`config.mk`:
```
export PLATFORM = sky130hd
export DESIGN_NAME = tmap_chan
export DESIGN_NICKNAME = d
export VERILOG_FILES = /design/src/sv/tmap_pkg.sv /design/src/sv/tmap_div.sv /design/src/sv/tmap_enc.sv /design/src/sv/tmap_chan.sv
export SDC_FILE = /design/constraint.sdc
export NUM_CORES = 2
export LEC_CHECK = 0
export ABC_AREA = 1
export BUFFER_PORTS_ARGS = -buffer_cell sky130_fd_sc_hd__buf_2
export CORE_MARGIN = 2
export CORE_UTILIZATION = 45
export CTS_CLUSTER_DIAMETER = 80
export DETAILED_ROUTE_END_ITERATION = 10
export PLACE_DENSITY = 0.61
export SLEW_MARGIN = 20
export SYNTH_ARGS = -nofsm -noshare
export SYNTH_HDL_FRONTEND = slang
export SYNTH_SLANG_ARGS = --single-unit
```
`constraint.sdc`:
```
create_clock -name clock -period 8.3 [get_ports clock]
set_input_delay 0.415 -clock clock [delete_from_list [all_inputs] [get_ports clock]]
set_output_delay 0.415 -clock clock [all_outputs]
set_load 0.01 [all_outputs]
```
`src/sv/tmap_pkg.sv`:
```
// ----------------------------------------------------------------------------
// tmap_pkg
// Shared constants, threshold tables and stage types for the tone mapper.
// ----------------------------------------------------------------------------
package tmap_pkg;

   localparam int unsigned DataW    = 24;
   localparam int unsigned CodeW    = 8;
   localparam int unsigned LevelW   = 16;
   localparam int unsigned NumerW   = 42;
   localparam int unsigned DivisorW = 26;
   localparam int unsigned DivSteps = 16;
   localparam int unsigned EncSteps = 8;
   localparam int unsigned LinCodes = 10;
   localparam int unsigned LinMaxT  = 205;

   // multiply, saturate, divider set-up, divider, encoder
   localparam int unsigned ChanLat  = 3 + DivSteps + EncSteps + 2;

   localparam logic [DataW-1:0] GainReset = 24'h010000;
   localparam logic [CodeW-1:0] AlphaCode = 8'hFF;

   typedef logic [16:0]    thr_type;
   typedef thr_type [255:0] thr_tab_type;
   typedef logic [7:0]     lthr_type;
   typedef lthr_type [LinCodes:1] lthr_tab_type;

   // smallest level whose power-segment encoding reaches code k
   function automatic thr_tab_type pow_thresholds();
      thr_tab_type t;
      real         c;
      real         r;
      int          i;
      t = '0;
      for (int k = 1; k < 256; k++) begin
         c = real'(200 * k + 2705) / 53805.0;
         r = 65536.0 * $exp(2.4 * $ln(c));
         i = $rtoi(r);
         if (real'(i) < r) begin
            i = i + 1;
         end
         t[k] = thr_type'(i);
      end
      return t;
   endfunction

   // smallest level whose linear-segment encoding reaches code j
   function automatic lthr_tab_type lin_thresholds();
      lthr_tab_type t;
      longint       a;
      for (int j = 1; j <= LinCodes; j++) begin
         a    = longint'(j) * 64'd13107200 - 64'd6553600;
         t[j] = lthr_type'((a + 64'd658919) / 64'd658920);
      end
      return t;
   endfunction

   localparam thr_tab_type  PowThr = pow_thresholds();
   localparam lthr_tab_type LinThr = lin_thresholds();

endpackage

```
`src/sv/tmap_div.sv`:
```
// ----------------------------------------------------------------------------
// tmap_div
// Reinhard compression v/(1+v), rounded, as a one-bit-per-stage divider.
// ----------------------------------------------------------------------------
module tmap_div (
   input  logic                             clock,
   input  logic                             en,
   input  logic [tmap_pkg::DataW-1:0]       v,
   output logic [tmap_pkg::LevelW-1:0]      level
);

   logic [tmap_pkg::NumerW-1:0]   rem_ff [0:tmap_pkg::DivSteps];
   logic [tmap_pkg::DivisorW-1:0] d_ff   [0:tmap_pkg::DivSteps];
   logic [tmap_pkg::LevelW-1:0]   q_ff   [0:tmap_pkg::DivSteps];

   logic [tmap_pkg::DivisorW-2:0] den;
   assign den = {1'b0, v} + 25'h010000;

   always_ff @(posedge clock) begin
      if (en) begin
         rem_ff[0] <= {1'b0, v, 17'b0} + tmap_pkg::NumerW'(den);
         d_ff[0]   <= {den, 1'b0};
         q_ff[0]   <= '0;
      end
   end

   for (genvar s = 0; s < tmap_pkg::DivSteps; s++) begin : g_step
      localparam int unsigned Bit = tmap_pkg::DivSteps - 1 - s;
      logic [tmap_pkg::NumerW-1:0] sub;
      logic [tmap_pkg::NumerW-1:0] rem_in;
      logic [tmap_pkg::LevelW-1:0] q_in;
      always_comb begin
         sub    = tmap_pkg::NumerW'(d_ff[s]) << Bit;
         rem_in = rem_ff[s];
         q_in   = q_ff[s];
         if (rem_ff[s] >= sub) begin
            rem_in   = rem_ff[s] - sub;
            q_in[Bit] = 1'b1;
         end
      end
      always_ff @(posedge clock) begin
         if (en) begin
            rem_ff[s+1] <= rem_in;
            d_ff[s+1]   <= d_ff[s];
            q_ff[s+1]   <= q_in;
         end
      end
   end

   assign level = q_ff[tmap_pkg::DivSteps];

endmodule

```
`src/sv/tmap_enc.sv`:
```
// ----------------------------------------------------------------------------
// tmap_enc
// sRGB encoding of a Q0.16 level: linear segment compares, power segment
// binary search over the threshold table, one code bit per stage.
// ----------------------------------------------------------------------------
module tmap_enc (
   input  logic                         clock,
   input  logic                         en,
   input  logic [tmap_pkg::LevelW-1:0]  level,
   output logic [tmap_pkg::CodeW-1:0]   code
);

   logic [tmap_pkg::LevelW-1:0] t_ff    [0:tmap_pkg::EncSteps];
   logic                        lin_ff  [0:tmap_pkg::EncSteps];
   logic [3:0]                  lcode_ff[0:tmap_pkg::EncSteps];
   logic [tmap_pkg::CodeW-1:0]  pcode_ff[0:tmap_pkg::EncSteps];
   logic [tmap_pkg::CodeW-1:0]  code_ff;

   logic [3:0] lcode_in;
   always_comb begin
      lcode_in = '0;
      for (int j = 1; j <= tmap_pkg::LinCodes; j++) begin
         if (level >= tmap_pkg::LevelW'(tmap_pkg::LinThr[j])) begin
            lcode_in = lcode_in + 4'd1;
         end
      end
   end

   always_ff @(posedge clock) begin
      if (en) begin
         t_ff[0]     <= level;
         lin_ff[0]   <= (level <= tmap_pkg::LevelW'(tmap_pkg::LinMaxT));
         lcode_ff[0] <= lcode_in;
         pcode_ff[0] <= '0;
      end
   end

   for (genvar s = 0; s < tmap_pkg::EncSteps; s++) begin : g_step
      localparam int unsigned Bit = tmap_pkg::EncSteps - 1 - s;
      logic [tmap_pkg::CodeW-1:0] cand;
      logic [tmap_pkg::CodeW-1:0] pcode_in;
      always_comb begin
         cand = pcode_ff[s];
         cand[Bit] = 1'b1;
         pcode_in = pcode_ff[s];
         if ({1'b0, t_ff[s]} >= tmap_pkg::PowThr[cand]) begin
            pcode_in = cand;
         end
      end
      always_ff @(posedge clock) begin
         if (en) begin
            t_ff[s+1]     <= t_ff[s];
            lin_ff[s+1]   <= lin_ff[s];
            lcode_ff[s+1] <= lcode_ff[s];
            pcode_ff[s+1] <= pcode_in;
         end
      end
   end

   always_ff @(posedge clock) begin
      if (en) begin
         code_ff <= lin_ff[tmap_pkg::EncSteps]
                    ? tmap_pkg::CodeW'(lcode_ff[tmap_pkg::EncSteps])
                    : pcode_ff[tmap_pkg::EncSteps];
      end
   end

   assign code = code_ff;

endmodule

```
`src/sv/tmap_chan.sv`:
```
// ----------------------------------------------------------------------------
// tmap_chan
// One colour channel: exposure gain, clamp and saturate, Reinhard, sRGB code.
// ----------------------------------------------------------------------------
module tmap_chan (
   input  logic                        clock,
   input  logic                        en,
   input  logic [tmap_pkg::DataW-1:0]  radiance,
   input  logic [tmap_pkg::DataW-1:0]  gain,
   output logic [tmap_pkg::CodeW-1:0]  code
);

   logic [46:0]                  prod_ff;
   logic [46:0]                  prod_in;
   logic [tmap_pkg::DataW-1:0]   v_ff;
   logic [tmap_pkg::DataW-1:0]   v_in;
   logic [tmap_pkg::LevelW-1:0]  level;
   logic [22:0]                  mag;

   // negative radiance clamps to zero
   assign mag     = radiance[23] ? '0 : radiance[22:0];
   assign prod_in = mag * gain;
   assign v_in    = (|prod_ff[46:40]) ? '1 : prod_ff[39:16];

   always_ff @(posedge clock) begin
      if (en) begin
         prod_ff <= prod_in;
         v_ff    <= v_in;
      end
   end

   tmap_div u_div (
      .clock (clock),
      .en    (en),
      .v     (v_ff),
      .level (level)
   );

   tmap_enc u_enc (
      .clock (clock),
      .en    (en),
      .level (level),
      .code  (code)
   );

endmodule

```
# Word-level counts from Yosys, hierarchy flattened
# Memory sizes are Yosys's and may differ from the RTL's.
# Index checks and enable logic that the tools add are counted.
# word_totals
regBits,79
ramBits,1689
rom_bits,17408
input_bits,50
out_inout_bits,8
word_cells,153
memories,15
# mem_list
memory,words,width,read_ports,rd_ports_with_merged_regs,write_ports,line_no,source
(name not given),128,17,1,0,0,tmap_enc.sv:46,"if ({1'b0, t_ff[s]} >= tmap_pkg::PowThr[cand]) begin"
(name not given),128,17,1,0,0,tmap_enc.sv:46,
(name not given),128,17,1,0,0,tmap_enc.sv:46,
(name not given),128,17,1,0,0,tmap_enc.sv:46,
(name not given),128,17,1,0,0,tmap_enc.sv:46,
(name not given),128,17,1,0,0,tmap_enc.sv:46,
+9 memories,-,-,-,-,-,-,
# op_classes
n_addsub,27
n_mul,1
n_lt_le_gt_ge,43
n_mux,62
n_reduce_logical,1
# op_table
operator,count
2-to-1 mux 42 bit,16
greater-or-equal comparator 16 x 17 -> 1 bit,8
2-to-1 mux 17 bit,8
less-than comparator 8 x 9 -> 1 bit (second input constant),8
greater-or-equal comparator 16 x 8 -> 1 bit (second input constant),4
greater-or-equal comparator 16 x 7 -> 1 bit (second input constant),3
multiplier 23 x 24 -> 47 bit,1
2-to-1 mux 4 bit,11
adder 41 x 25 -> 42 bit,1
greater-or-equal comparator 42 x 26 -> 1 bit,1
greater-or-equal comparator 42 x 27 -> 1 bit,1
greater-or-equal comparator 42 x 28 -> 1 bit,1
greater-or-equal comparator 42 x 29 -> 1 bit,1
greater-or-equal comparator 42 x 30 -> 1 bit,1
greater-or-equal comparator 42 x 31 -> 1 bit,1
greater-or-equal comparator 42 x 32 -> 1 bit,1
greater-or-equal comparator 42 x 33 -> 1 bit,1
greater-or-equal comparator 42 x 34 -> 1 bit,1
greater-or-equal comparator 42 x 35 -> 1 bit,1
greater-or-equal comparator 42 x 36 -> 1 bit,1
greater-or-equal comparator 42 x 37 -> 1 bit,1
greater-or-equal comparator 42 x 38 -> 1 bit,1
greater-or-equal comparator 42 x 39 -> 1 bit,1
greater-or-equal comparator 42 x 40 -> 1 bit,1
33 further kinds,59

# Depth between registers and ports, before layout
# An unclocked memory read counts as a cell.
# depth
word_depth,21
mapped_depth,38
mapped_depth_nobuf,37

# Cells and area by module
# From an unflattened synthesis, not the netlist that was laid out.
# hier_totals
cells_unflattened,13678
area_unflattened_um2,106646.0
# by_module_without_submodules
mod,instances,cells_each,area_per_inst_um2,seq_area_each_um2
tmap_div,1,9598,72095.4,31710.4
tmap_chan,1,2487,20337.0,1651.6
tmap_enc,1,1593,14213.6,6516.2

# Worst setup path before layout
# OpenSTA, ideal clock, no wires.
# synth_path
kind,input to register
start,input port radiance[23] (netlist name)
end,register prod_ff[44] (data pin)
setup_time_ps,260
arrival_time_ps,6478
t_required_ps,8040
setup_slack_ps,1563
cell_stages,27
path_buffers,2
cell_sequence,inv_2 -> clkbuf_1 -> nand2_1 -> inv_1 -> clkbuf_1 -> nand2_1 -> fa_1 -> fa_1 -> fa_1 -> fa_1 -> inv_1 -> fa_1 -> fa_1 -> inv_1 -> fa_1 -> inv_1 -> ha_1 -> a21oi_1 -> o21a_1 -> inv_1 -> a21oi_1 -> nand2_1 -> a21oi_1 -> o21ai_0 -> nand2_1 -> nand2_1 -> xor2_1
# synth_between
elab_chain_len,2
# synth_rtl
element,line_no,source
start: declaration,tmap_chan.sv:8,"input logic [tmap_pkg::DataW-1:0] radiance,"
2-to-1 mux 23 bit,tmap_chan.sv:21,assign mag = radiance[23] ? '0 : radiance[22:0];
multiplier 23 x 24 -> 47 bit,tmap_chan.sv:22,assign prod_in = mag * gain;
via prod_in[44],tmap_chan.sv:14,logic [46:0] prod_in;
end signal: assignment,tmap_chan.sv:27,prod_ff <= prod_in;
end: declaration,tmap_chan.sv:13,logic [46:0] prod_ff;
# The timed path passes the listed nets, and every way through them passes these cells.
# A chain may end at the register's enable or synchronous reset.

# Worst setup path in the final report
# layout_path
start,input port radiance[23] (netlist name)
end,register prod_ff[38] (data pin)
# Same word-level chain as after synthesis.

==> flow_summary.json <==
{
  "status": "completed",
  "via_per_inst": 5.348,
  "ys_warn_count": 0,
  "clk_pin_slew_worst_paths_ns": 0.06,
  "rsz0062_at_grt": "no",
  "cts_tree": "done",
  "fin_setup_tns_ns": 0,
  "leakagePower_nw": 44.84,
  "drt_first_pass_iters": 6,
  "regToRegEndpoint": "u_enc.lcode_ff[0][1]$_DFFE_PP_",
  "synth_cell_types": 89,
  "avgSynthCellArea_um2": 9.230,
  "yosysTopAreaCell": "edfxtp_1",
  "fin_crit_ns": 7.022,
  "area_delta_synth_final_pct": 8.768,
  "dieWidth_um": 465.1,
  "drive_above_1_share": 0.05810,
  "ant_nets": 0,
  "ctsLongestPathBuffers": 3,
  "setup.worst_path.start": "radiance[23]",
  "clk_latency_ns": 0.80,
  "routabilityCongestion": 0.9826,
  "cts_made_buffers": 149,
  "netlist_instances": 10365,
  "antenna_cells": 0,
  "crit_path_frequent_cell": "fa_1",
  "clock-root-buffer": "clkbuf_16",
  "critPathKind": "in -> reg",
  "cts-hold-fix-buffers": 0,
  "ir_drop_uv": 433.3,
  "grt_overflow": 0,
  "wl_um": 266400,
  "drt-initial-drc-count": 5176,
  "max-cap-violations": 0,
  "mostFrequentLayoutCell": "nand2_1",
  "regToRegStartpoint": "u_div.q_ff[0][266]$_DFFE_PP_",
  "syn-cell-area_um2": 95670,
  "drc": 0,
  "synth_edf_count": 1328,
  "postCtsSetupBuffers": 0,
  "grt_max_degree": 186,
  "cts-resized-gates": 0,
  "nNetsFinal": 11692,
  "rows": 169,
  "r2r_slack_ns": 2.18,
  "cp.arrival_ns": 7.54,
  "htree_levels": 4,
  "hold_path_startpoint": "en",
  "max_stage_delay_ns": 0.60,
  "slew_violations": 0,
  "finalSetupViolations": 0,
  "routedWlPerCell_um": 19.92,
  "initial_core_util": 0.4520,
  "critPathMaxFanout": 19,
  "worst_setup_path_end_kind": "flop",
  "final_util": 0.4916,
  "grt_pass1_wl_um": 416300,
  "core_area_um2": 211700,
  "synthFlopType": "edfxtp_1",
  "hpwlAfterDp_um": 212400,
  "final_cell_mix": "nand2_1, inv_1, edfxtp_1",
  "max_slew_margin": 0.3048,
  "grt_pass1_vias": 73205,
  "hold_viol": 0,
  "yosysSeqAreaShare": 0.4168,
  "port_buffers": 57,
  "reg2regPathDepth": 32,
  "antenna_found_initial": 0,
  "fmax_mhz": 142.4,
  "startpoint_type": "primary input",
  "grt_usage": 0.2467,
  "worstPathRequired_ns": 8.82,
  "num_vias": 71510,
  "worst_pin_slew_ns": 1.035,
  "ys_async_sr_fraction": 0,
  "cts_sinks": 1328,
  "path_buf_inv": 9,
  "fin_skew_ns": 0.02698,
  "yosys-top-cells-area": "edfxtp_1, fa_1, ha_1, nand2_1, inv_1",
  "synth.top_cell.area_share": 0.4168,
  "path_delay_family": "adder cells",
  "die-area_um2": 216300,
  "die_h_um": 465.1,
  "hold_path.class": "in -> reg",
  "holdPathStages": 1,
  "io_pins": 58,
  "synthesis.nets": 11622,
  "hold_path_end": "u_div.d_ff[0][76]$_DFFE_PP_",
  "cpMaxStageDelayCell": "fa_1",
  "ys_ff_latch": 1328,
  "period_share": 0.8460,
  "power_density_nw_per_um2": 329.7
}
where the power goes:
group	leakage [nW]	switching, mW	internal (mW)
Clock	2.37	2.74	3.87
Combinational	29.7	10.8	6.22
Sequential	12.7	1.03	9.62
Total	44.8	14.6	19.7
cell usage after synthesis (49+ instances only):
master    instances
a21oi_1         669
a31oi_1          74
clkbuf_1        143
edfxtp_1       1328
fa_1            474
ha_1            733
inv_1          1756
nand2_1        1874
nand2_2          53
nand3_1         230
nand4_1          94
nor2_1          975
nor3_1          113
nor4_1           64
o21a_1           49
o21ai_0         572
o21ai_1         120
o21ai_2          53
xnor2_1         236
xor2_1          235
how the worst max path moves through the flow:
stage | end | slack [ns] | cells after the start
finish | prod_ff[38]$_DFFE_PP_ | 1.28 | 26
detailed placement | prod_ff[38]$_DFFE_PP_ | 0.58 | 26
floorplan | prod_ff[44]$_DFFE_PP_ | 1.56 | 27
global route | prod_ff[38]$_DFFE_PP_ | 0.90 | 24
global placement | prod_ff[38]$_DFFE_PP_ | 0.69 | 24
CTS | prod_ff[38]$_DFFE_PP_ | 1.38 | 26
routing by layer:
| layer | vias to the layer above | GRT usage | part of all wire |
|---|---|---|---|
| li1 | 34695 | - | - |
| met1 | 34214 | 0.3049 | 0.41 |
| met2 | 2011 | 0.4318 | 0.49 |
| met3 | 590 | 0.03001 | 0.046 |
| met4 | 0 | 0.1097 | 0.049 |
| met5 | - | 0 | 0 |
logic make-up (layout without fill, tap and decap cells):
| logic type | count (synthesis) | after routing | synth area share |
|---|---|---|---|
| compound gates | 1833 | 1833 | 0.1104 |
| mux | 5 | 5 | 0.0005885 |
| fa+ha+maj | 1207 | 1207 | 0.1951 |
| buf+inv | 2008 | 2194 | 0.08117 |
| xor+xnor | 471 | 471 | 0.04312 |
| flops | 1328 | 1328 | 0.4168 |
| simple gates | 3513 | 3513 | 0.1528 |
per-stage QoR:
stage / total power, mW / cell area (um^2) / setup slack (ns) / hold WS (ns) / instances
2_1_floorplan: 22.60 / 95670 / 1.563 / 0.4003 / 10365
3_3_place_gp: 27.68 / 99160 / 0.6869 / 0.4005 / 13105
3_5_place_dp: 27.74 / 99160 / 0.5839 / 0.4045 / 13105
4_1_cts: 34.51 / 104100 / 1.385 / 0.1624 / 13372
5_1_grt: 37.12 / 104100 / 0.8966 / 0.1913 / 13372
6_report: 34.31 / 104100 / 1.278 / 0.1784 / 13372
flip-flops by register name, summed over array words and instances, names as in the netlist:
name / cells
u_div.q_ff: 136
prod_ff: 31
u_enc.code: 8
u_enc.lin_ff: 9
u_div.rem_ff: 672
u_enc.t_ff: 128
u_div.d_ff: 248
u_enc.lcode_ff: 36
u_enc.pcode_ff: 36
v_ff: 24
layout make-up:
type / count / area, um^2
sequential: 1328 / 39880
multi-input combinational: 7029 / 48030
timing repair buffer: 139 / 1003
clock buffer: 169 / 3867
inverter: 1788 / 6719
tap: 2821 / 3530
fill: 19989 / 107600
clock inverter: 98 / 1027
worst reg2reg max path, delay by kind of cell, from the launching register on:
kind / cells / cell delay (ns)
AOI/OAI and AO/OA: 2 / 0.16
adders and majority gates: 8 / 2.39
buffers and inverters: 4 / 0.27
DFF: 1 / 0.47
and+or+nand+nor: 18 / 2.60
(Power assumes the default switching activity.)
